`src/hdl/olist_pkg.sv`:
```
package olist_pkg;

    localparam int CAPACITY = 64;
    localparam int AW       = $clog2(CAPACITY);
    localparam int CW       = $clog2(CAPACITY + 1);

    localparam logic [2:0] K_INSERT     = 3'd0;
    localparam logic [2:0] K_REMOVE     = 3'd1;
    localparam logic [2:0] K_REMOVE_VAL = 3'd2;
    localparam logic [2:0] K_GET        = 3'd3;
    localparam logic [2:0] K_FIND       = 3'd4;
    localparam logic [2:0] K_CLEAR      = 3'd5;

    localparam logic [1:0] ST_OK    = 2'd0;
    localparam logic [1:0] ST_FULL  = 2'd1;
    localparam logic [1:0] ST_RANGE = 2'd2;

    typedef enum logic [1:0] {
        S_IDLE,
        S_RUN,
        S_FINAL
    } t_state;

    typedef struct packed {
        logic [2:0]  kind;
        logic [6:0]  position;
        logic [63:0] item_value;
    } t_req;

    typedef struct packed {
        logic [63:0] read_value;
        logic [5:0]  found_position;
        logic        found;
        logic [6:0]  entry_count;
        logic [1:0]  status;
    } t_rsp;

endpackage

```
`src/hdl/ordered_list_insert_remove_find_unit.sv`:
```
// order: a request that walks n entries reads them in S_RUN and registers its result word
//   in S_FINAL; rejected requests, clear and unused kinds skip S_RUN and go straight to S_FINAL
// rate: one request at a time, each walked through the single read port of the entry
//   memory one entry per cycle
// reset: synchronous, active low; the entry count goes to zero, entries keep old data
// the receiver cannot stall: o_valid is high for exactly one cycle per request
module ordered_list_insert_remove_find_unit
    import olist_pkg::*;
(
    input  logic i_clk,
    input  logic i_rst_n,
    input  logic start,
    input  t_req i_req,
    output logic busy,
    output logic o_valid,
    output t_rsp o_rsp
);

    // entry store, one read and one write per cycle
    logic [63:0] mem [CAPACITY];

    t_state r_state, n_state;

    // latched request
    logic [2:0]    r_kind,   n_kind;
    logic [6:0]    r_pos,    n_pos;
    logic [63:0]   r_val,    n_val;
    logic [1:0]    r_status, n_status;

    // walk control
    logic [AW-1:0] r_ptr,    n_ptr;    // next address to read
    logic [CW-1:0] r_left,   n_left;   // reads still to issue
    logic          r_pv,     n_pv;     // read data valid in r_q
    logic [AW-1:0] r_pa,     n_pa;     // address that r_q came from
    logic [63:0]   r_q;

    // accumulated results
    logic [CW-1:0] r_w,      n_w;      // compaction write index
    logic          r_found,  n_found;
    logic [AW-1:0] r_fpos,   n_fpos;
    logic [63:0]   r_rd,     n_rd;
    logic [CW-1:0] r_count,  n_count;

    logic          r_valid,  n_valid;
    t_rsp          r_out,    n_out;

    // memory controls
    logic          rd_en;
    logic          wr_en;
    logic [AW-1:0] wr_addr;
    logic [63:0]   wr_data;

    // request decode at accept time
    logic          accept;
    logic          w_run;
    logic [1:0]    w_status;
    logic [AW-1:0] w_ptr;
    logic [CW-1:0] w_left;
    logic [CW-1:0] w_pos;

    assign busy    = (r_state != S_IDLE);
    assign accept  = start && !busy;
    assign o_valid = r_valid;
    assign o_rsp   = r_out;

    // position as seen against the count
    assign w_pos = CW'(i_req.position);

    always_comb begin
        w_run    = 1'b0;
        w_status = ST_OK;
        w_ptr    = '0;
        w_left   = '0;
        case (i_req.kind)
            K_INSERT: begin
                if (r_count >= CW'(CAPACITY)) begin
                    w_status = ST_FULL;
                end else if (w_pos > r_count) begin
                    w_status = ST_RANGE;
                end else begin
                    // move entries count-1 down to pos up by one
                    w_run  = 1'b1;
                    w_ptr  = AW'(r_count - 1'b1);
                    w_left = r_count - w_pos;
                end
            end
            K_REMOVE: begin
                if (w_pos >= r_count) begin
                    w_status = ST_RANGE;
                end else begin
                    // move entries pos+1 up to count-1 down by one
                    w_run  = 1'b1;
                    w_ptr  = AW'(w_pos + 1'b1);
                    w_left = r_count - w_pos - 1'b1;
                end
            end
            K_REMOVE_VAL, K_FIND: begin
                w_run  = 1'b1;
                w_left = r_count;
            end
            K_GET: begin
                if (w_pos >= r_count) begin
                    w_status = ST_RANGE;
                end else begin
                    w_run  = 1'b1;
                    w_ptr  = AW'(w_pos);
                    w_left = CW'(1);
                end
            end
            default: begin
                w_run = 1'b0;
            end
        endcase
    end

    // next state
    always_comb begin
        n_state = r_state;
        case (r_state)
            S_IDLE: begin
                if (accept) begin
                    n_state = w_run ? S_RUN : S_FINAL;
                end
            end
            S_RUN: begin
                // the last word read is handled in this same cycle
                if (r_left == '0) begin
                    n_state = S_FINAL;
                end
            end
            S_FINAL: begin
                n_state = S_IDLE;
            end
            default: begin
                n_state = S_IDLE;
            end
        endcase
    end

    // datapath and memory controls
    always_comb begin
        n_kind   = r_kind;
        n_pos    = r_pos;
        n_val    = r_val;
        n_status = r_status;
        n_ptr    = r_ptr;
        n_left   = r_left;
        n_pv     = 1'b0;
        n_pa     = r_ptr;
        n_w      = r_w;
        n_found  = r_found;
        n_fpos   = r_fpos;
        n_rd     = r_rd;
        n_count  = r_count;
        n_valid  = 1'b0;
        n_out    = r_out;
        rd_en    = 1'b0;
        wr_en    = 1'b0;
        wr_addr  = '0;
        wr_data  = r_q;
        case (r_state)
            S_IDLE: begin
                if (accept) begin
                    n_kind   = i_req.kind;
                    n_pos    = i_req.position;
                    n_val    = i_req.item_value;
                    n_status = w_status;
                    n_ptr    = w_ptr;
                    n_left   = w_left;
                    n_w      = '0;
                    n_found  = 1'b0;
                    n_fpos   = '0;
                    n_rd     = '0;
                end
            end
            S_RUN: begin
                // issue the next read
                if (r_left != '0) begin
                    rd_en  = 1'b1;
                    n_pv   = 1'b1;
                    n_left = r_left - 1'b1;
                    n_ptr  = (r_kind == K_INSERT) ? r_ptr - 1'b1 : r_ptr + 1'b1;
                end
                // handle the word whose read was issued in the previous cycle
                if (r_pv) begin
                    case (r_kind)
                        K_INSERT: begin
                            wr_en   = 1'b1;
                            wr_addr = r_pa + 1'b1;
                        end
                        K_REMOVE: begin
                            wr_en   = 1'b1;
                            wr_addr = r_pa - 1'b1;
                        end
                        K_REMOVE_VAL: begin
                            if (r_q == r_val) begin
                                n_found = 1'b1;
                            end else begin
                                // compaction write stays at or below the read address
                                wr_en   = 1'b1;
                                wr_addr = r_w[AW-1:0];
                                n_w     = r_w + 1'b1;
                            end
                        end
                        K_GET: begin
                            n_rd = r_q;
                        end
                        K_FIND: begin
                            if (!r_found && (r_q[31:0] == r_val[31:0])) begin
                                n_found = 1'b1;
                                n_fpos  = r_pa;
                            end
                        end
                        default: begin
                            wr_en = 1'b0;
                        end
                    endcase
                end
            end
            S_FINAL: begin
                if (r_status == ST_OK) begin
                    case (r_kind)
                        K_INSERT: begin
                            wr_en   = 1'b1;
                            wr_addr = r_pos[AW-1:0];
                            wr_data = r_val;
                            n_count = r_count + 1'b1;
                        end
                        K_REMOVE: begin
                            n_count = r_count - 1'b1;
                        end
                        K_REMOVE_VAL: begin
                            n_count = r_w;
                        end
                        K_CLEAR: begin
                            n_count = '0;
                        end
                        default: begin
                            n_count = r_count;
                        end
                    endcase
                end
                n_valid              = 1'b1;
                n_out.read_value     = r_rd;
                n_out.found_position = 6'(r_fpos);
                n_out.found          = r_found;
                n_out.entry_count    = 7'(n_count);
                n_out.status         = r_status;
            end
            default: begin
                n_valid = 1'b0;
            end
        endcase
    end

    // entry memory
    always_ff @(posedge i_clk) begin
        if (wr_en) begin
            mem[wr_addr] <= wr_data;
        end
        if (rd_en) begin
            r_q <= mem[r_ptr];
        end
    end

    // control registers
    always_ff @(posedge i_clk) begin
        if (!i_rst_n) begin
            r_state <= S_IDLE;
            r_count <= '0;
            r_valid <= 1'b0;
            r_pv    <= 1'b0;
            r_left  <= '0;
        end else begin
            r_state <= n_state;
            r_count <= n_count;
            r_valid <= n_valid;
            r_pv    <= n_pv;
            r_left  <= n_left;
        end
    end

    // payload registers
    always_ff @(posedge i_clk) begin
        r_kind   <= n_kind;
        r_pos    <= n_pos;
        r_val    <= n_val;
        r_status <= n_status;
        r_ptr    <= n_ptr;
        r_pa     <= n_pa;
        r_w      <= n_w;
        r_found  <= n_found;
        r_fpos   <= n_fpos;
        r_rd     <= n_rd;
        r_out    <= n_out;
    end

    // the list never holds more than the store
    a_count_bound: assert property (@(posedge i_clk) disable iff (!i_rst_n)
        r_count <= CW'(CAPACITY))
        else $error("entry count above capacity");

    // every finished request gives exactly one result word right after
    a_final_strobe: assert property (@(posedge i_clk) disable iff (!i_rst_n)
        (r_state == S_FINAL) |=> (o_valid && !$past(o_valid)))
        else $error("result strobe missing after final step");

    // the result word appears only when the unit is ready again
    a_strobe_idle: assert property (@(posedge i_clk) disable iff (!i_rst_n)
        o_valid |-> !busy)
        else $error("result word while still busy");

    // a rejected request reads nothing and finds nothing
    a_error_clean: assert property (@(posedge i_clk) disable iff (!i_rst_n)
        (o_valid && (o_rsp.status != ST_OK)) |->
            ((o_rsp.read_value == '0) && !o_rsp.found))
        else $error("rejected request carries data");

endmodule
```
`config.mk`:
```
export PLATFORM = sky130hd
export DESIGN_NAME = ordered_list_insert_remove_find_unit
export DESIGN_NICKNAME = d
export VERILOG_FILES = /design/src/hdl/olist_pkg.sv /design/src/hdl/ordered_list_insert_remove_find_unit.sv
export SDC_FILE = /design/constraint.sdc
export NUM_CORES = 2
export LEC_CHECK = 0
export BUFFER_PORTS_ARGS = -buffer_cell sky130_fd_sc_hd__buf_2
export CORE_UTILIZATION = 35
export DETAILED_ROUTE_END_ITERATION = 7
export PLACE_DENSITY = 0.6
export SYNTH_ARGS = -nofsm -noshare
export SYNTH_HDL_FRONTEND = slang
export SYNTH_SLANG_ARGS = --single-unit
```
`constraint.sdc`:
```
create_clock -name i_clk -period 20.2 [get_ports i_clk]
set_clock_uncertainty 0.1 [all_clocks]
set_input_delay 6.06 -clock i_clk [delete_from_list [all_inputs] [get_ports i_clk]]
set_output_delay 6.06 -clock i_clk [all_outputs]
set_load 0.05 [all_outputs]
```
-- Word-level counts from Yosys, hierarchy flattened
Memories as Yosys holds them, arrays and structs flattened. A register that Yosys moved wholly into a read port is not among the register bits.
Cells that the tools add are included.
- flip-flop bits (word level): 263
- latch bits: 0
- bits in writable memories: 4096
- bits in read-only memories: 0
- output and inout port bits: 82
- memories kept: 1
- add/subtract/negate cells: 11
- multipliers: 0
- divide/modulo/power cells: 0
- magnitude comparators: 3
- eq/ne operators: 25
- shift-type cells: 0
- multiplexer cells: 71
- bitwise gates (word level): 0
- reductions and logical operators: 22
- memory list (name ; depth ; width ; rd ports ; clocked after Yosys merged registers in ; write ports ; line ; RTL):
    mem ; 64 ; 64 ; 1 ; 1 ; 1 ; ordered_list_insert_remove_find_unit.sv:20 ; logic [63:0] mem [CAPACITY];
- operator list (kind ; number):
    two-way mux 64 bit ; 6
    one-hot mux 64 bit (2 select lines) ; 1
    two-way mux 6 bit ; 15
    two-way mux 7 bit ; 10
    equality test 64 bit ; 1
    one-hot mux 7 bit (4 select lines) ; 2
    one-hot mux 6 bit (2 select lines) ; 3
    one-hot mux 6 bit (3 select lines) ; 2
    equality test 32 bit ; 1
    one-hot mux 7 bit (2 select lines) ; 2
    subtractor 7 x 1 -> 7 bit, second input constant ; 3
    adder 6 x 1 -> 6 bit, second input constant ; 3
    two-way mux 1 bit ; 17
    inequality test 2 bit, second input constant ; 8
    adder 7 x 1 -> 7 bit, second input constant ; 2
    equality test 3 x 2 -> 1 bit, second input constant ; 4
    two-way mux 2 bit ; 6
    subtractor 6 x 1 -> 6 bit, second input constant ; 2
    AND reduction 5 bit ; 2
    equality test 3 bit, second input constant ; 3
    inequality test 3 bit, second input constant ; 3
    one-hot mux 1 bit (2 select lines) ; 4
    one-hot mux 2 bit (2 select lines) ; 2
    greater-or-equal comparator 7 bit ; 1
    other kinds (20) ; 29

-- Longest topological paths before layout
- depth in word-level cells: 7
- mapped depth: 13

-- Least setup slack after synthesis
No wires, ideal clock.
- path type: register to register
- from: register r_state[0]
- to: memory mem[26][0] (enable)
- setup time: 644 ps
- data arrival time: 9949 ps
- required time: 19456 ps
- setup slack: 9507 ps
- stages on the path, launching flop included: 11
- buffers on the path: 3
- cells stage by stage: dfxtp_1 > inv_1 > ha_1 > clkbuf_1 > and3_1 > buf_4 > a32o_1 > a31oi_1 > or3_1 > clkbuf_1 > nor4_1
- cells in the longest elaborated chain, start to end: 4
- elaborated cells between the ends (all ways): 6
- those cells by class: eq/ne (2); mux (4)
- RTL lines (what ; line ; RTL):
    from (decl) ; ordered_list_insert_remove_find_unit.sv:22 ; t_state r_state, n_state;
    from (signal assigned) ; ordered_list_insert_remove_find_unit.sv:275 ; r_state <= n_state;
    equality test 2 bit / equality test 2 x 1 -> 1 bit (equally long branches) ; ordered_list_insert_remove_find_unit.sv:161 ; case (r_state)
    one-hot mux 1 bit (2 select lines) ; ordered_list_insert_remove_find_unit.sv:161 ;
    two-way mux 1 bit ; ordered_list_insert_remove_find_unit.sv:258 ; if (wr_en) begin
    two-way mux 1 bit (not written as such) ; ordered_list_insert_remove_find_unit.sv:259 ; mem[wr_addr] <= wr_data;
    to (decl) ; ordered_list_insert_remove_find_unit.sv:20 ;
Parallel ways exist; a longest one is shown, timed or not.

-- Final worst setup path
- from: register r_state[0]
- to: output busy
- cells in the longest elaborated chain, start to end: 1
- RTL lines (what ; line ; RTL):
    nonzero test 2 bit ; ordered_list_insert_remove_find_unit.sv:61 ; assign busy = (r_state != S_IDLE);
    to (decl) ; ordered_list_insert_remove_find_unit.sv:14 ; output logic busy,
No other way between the ends.

==> results.sh <==
export IMPL_status="finished, final reports clean"
export IMPL_die_h_um=697
export IMPL_worstMarginPinSlew_ns=1.29
export IMPL_required_ns=14.04
export IMPL_criticalPathCategory="reg2out"
export IMPL_dieArea_um2=486000
export IMPL_track_usage=0.192
export IMPL_gr_total_overflow=0
export IMPL_total_power_mw=19.9
export IMPL_fin_tns_setup_ns=0
export IMPL_crit_chain="inv_1 > ha_1 > inv_1 > buf_2"
export IMPL_gp_congestion=0.837
export IMPL_synth_edf_count=4399
export IMPL_maxCapViolCount=0
export IMPL_dp_hpwl_mm=253
export IMPL_layout_min_cycle_time_ns=8.37
export IMPL_path_buf_inv=3
export IMPL_path_delay_family="buffers and inverters"
export IMPL_synthArstFlopShare=0
export IMPL_vias=80700
export IMPL_seqCellArea_um2=133000
export IMPL_cts_made_buffers=428
export IMPL_die_w_um=697
export IMPL_min_path_type="reg2reg"
export IMPL_nNetsFinal=7550
export IMPL_antenna_found_initial=37
export IMPL_yosysSeqAreaShare=0.784
export IMPL_grt_max_degree=155
export IMPL_wl_per_cell_um=33.5
export IMPL_timing_final_max_slew_violations=0
export IMPL_cts_resized=0
export IMPL_grt_pass1_wl_mm=657
export IMPL_startpoint_type="register"
export IMPL_cts_clk_slew_worst_paths_ns=0.06
export IMPL_synth_warnings=0
export IMPL_synthDistinctLibCells=72
export IMPL_max_freq_mhz=119
export IMPL_max_slew_margin=0.143
export IMPL_drtAntennaViolNets=0
export IMPL_peakVddDrop_mv=0.0766
export IMPL_drive_gt1_frac=0.317
export IMPL_cts_max_level=5
export IMPL_synth_main_ff_cell="edfxtp_1"
export IMPL_cp_slowest_stage_delay_ns=0.40
export IMPL_grt_pass1_vias=80700
export IMPL_tritoncts="done"
export IMPL_clockRootBuffer="clkbuf_16"
export IMPL_crit_fanout=4
export IMPL_syn_inst=6933
export IMPL_p_leak_nw=59.1
export IMPL_final_area_um2=194000
export IMPL_dr_first_iter_drc_count=11700
export IMPL_ys_ff_latch=4423
export IMPL_fillers=41500
export IMPL_cts_setup_buffers=0
export IMPL_multi_input_area_um2=35600
export IMPL_area_growth_pct=14.5
export IMPL_cp_common_cell="inv_1"
export IMPL_vias_per_cell=5.67
export IMPL_hold_viol=0
export IMPL_pin_count=159
export IMPL_endpoint_kind="primary output"
export IMPL_core_area_um2=480000
export IMPL_drc_errors=0
export IMPL_critPathArrivalTime_ns=2.21
export IMPL_powerDensity_nw_per_um2=103
export IMPL_rows=254
export IMPL_rsz0062_at_grt="false"
export IMPL_placed_area_um2=179000
export IMPL_clock_sinks=4423
export IMPL_syn_nets=7037
export IMPL_portBuffers=158
export IMPL_clk_latency_ns=1.04
export IMPL_synth_area_per_cell_um2=24.4
export IMPL_netlist_area_um2=169000
export IMPL_slowest_stage="dfxtp_1"
export IMPL_firstDrtPassIters=6
export IMPL_setup_violations_final=0
export IMPL_post_route_period_util=0.414
export IMPL_drt_total_wl_mm=476
export IMPL_ctsHoldBuffers=0
export IMPL_initial_core_util=0.352
export IMPL_clockBufferDepth=4
## synth_stat cells, types with 8 or more instances
library cell | count | area, µm²
a21o_1 | 8 | 60.1
a21oi_1 | 18 | 90.1
a22o_1 | 9 | 78.8
and2_1 | 78 | 488
and3_1 | 15 | 93.8
buf_1 | 81 | 304
buf_2 | 38 | 190
clkbuf_1 | 224 | 841
dfxtp_1 | 24 | 480
edfxtp_1 | 4399 | 132000
ha_1 | 25 | 313
inv_1 | 29 | 109
mux2i_1 | 12 | 120
mux4_2 | 1344 | 30300
nand2_1 | 225 | 845
nand3_1 | 13 | 65.1
nand4_1 | 21 | 131
nor2_1 | 73 | 274
nor2b_1 | 14 | 87.6
nor3_1 | 31 | 155
nor4_1 | 8 | 50.1
o211ai_1 | 8 | 60.1
o21ai_0 | 21 | 105
xnor2_1 | 89 | 780
## worst paths after layout
| path | cells past startpoint | endpoint | startpoint | slack [ns] |
|---|---|---|---|---|
| setup reg to reg | 9 | mem[23][42]$_DFFE_PP_ | r_q[1]$_DFFE_PP_ | 13.02 |
| hold / removal | 0 | o_rsp[23]$_DFFE_PP_ | r_rd[7]$_SDFFCE_PN0P_ | 0.32 |
| hold reg to reg | 0 | o_rsp[23]$_DFFE_PP_ | r_rd[7]$_SDFFCE_PN0P_ | 0.32 |
| setup / recovery | 4 | busy | r_state[0]$_SDFFE_PN0P_ | 11.83 |
## layout by cell type, fill, tap and decap left out, types with 24 or more instances in the layout
master	n
inv_1	29
clkbuf_1	84
buf_2	158
clkinv_1	108
dfxtp_1	24
nor2_1	29
buf_4	261
mux4_2	1344
edfxtp_1	4399
xnor2_1	86
nand2_1	225
and2_1	77
clkbuf_16	434
bufinv_16	56
nor2_4	44
clkinv_2	71
## through the flow
stage / utilization / hold WS, ns / setup WS (ns) / cells
after detailed placement: 0.374 / 0.305 / 11.32 / 13400
after floorplan: - / 0.243 / 9.51 / 6933
after global placement: 0.374 / 0.307 / 11.42 / 13400
after CTS: 0.403 / 0.320 / 11.75 / 14200
after global routing: 0.403 / 0.320 / 11.73 / 14200
final: 0.404 / 0.320 / 11.83 / 14200
## power breakdown
part	internal, mW	switching (mW)
Combinational	0.693	0.861
Clock	4.68	3.49
Sequential	10.1	0.0505
Total	15.5	4.40
## cell type report
| cell class | instances | share of cell area |
|---|---|---|
| inverters | 31 | 0.000627 |
| clock buffers | 521 | 0.0579 |
| well taps | 6400 | 0.0414 |
| diodes | 8 | 0.000103 |
| repair buffers | 435 | 0.0159 |
| clock inverters | 276 | 0.0158 |
| multi-input cells | 2127 | 0.184 |
| flip-flops and latches | 4423 | 0.685 |
## layer usage
metal | track usage | routed length (µm) | part of all wire
met2 | 0.305 | 224000 | 0.47
met3 | 0.0375 | 47200 | 0.099
met5 | 0.00569 | 437 | 0.00092
met1 | 0.272 | 192000 | 0.40
met4 | 0.0479 | 12500 | 0.026
## state kept, by name (all words and copies together) (netlist names)
name and flops:
r_pv 1, r_val 64, r_w 7, r_found 1, r_q 64, r_left 7, o_valid 1, r_state 2
r_rd 64, r_pa 6, r_status 2, r_pos 6, r_count 7, n_pa 6, mem 4096, o_rsp 80
r_fpos 6, r_kind 3
## logic make-up after synthesis
kind of cell / after synthesis / synth area share
XOR/XNOR: 96 / 0.00497
adder cells (fa/ha/maj): 27 / 0.00209
AND/OR/NAND/NOR: 504 / 0.0142
buffers and inverters: 383 / 0.00905
AO/OA/AOI/OAI: 144 / 0.00616
multiplexers: 1356 / 0.180
flip-flops: 4423 / 0.784
No activity file was read; power rests on OpenSTA's default activity.
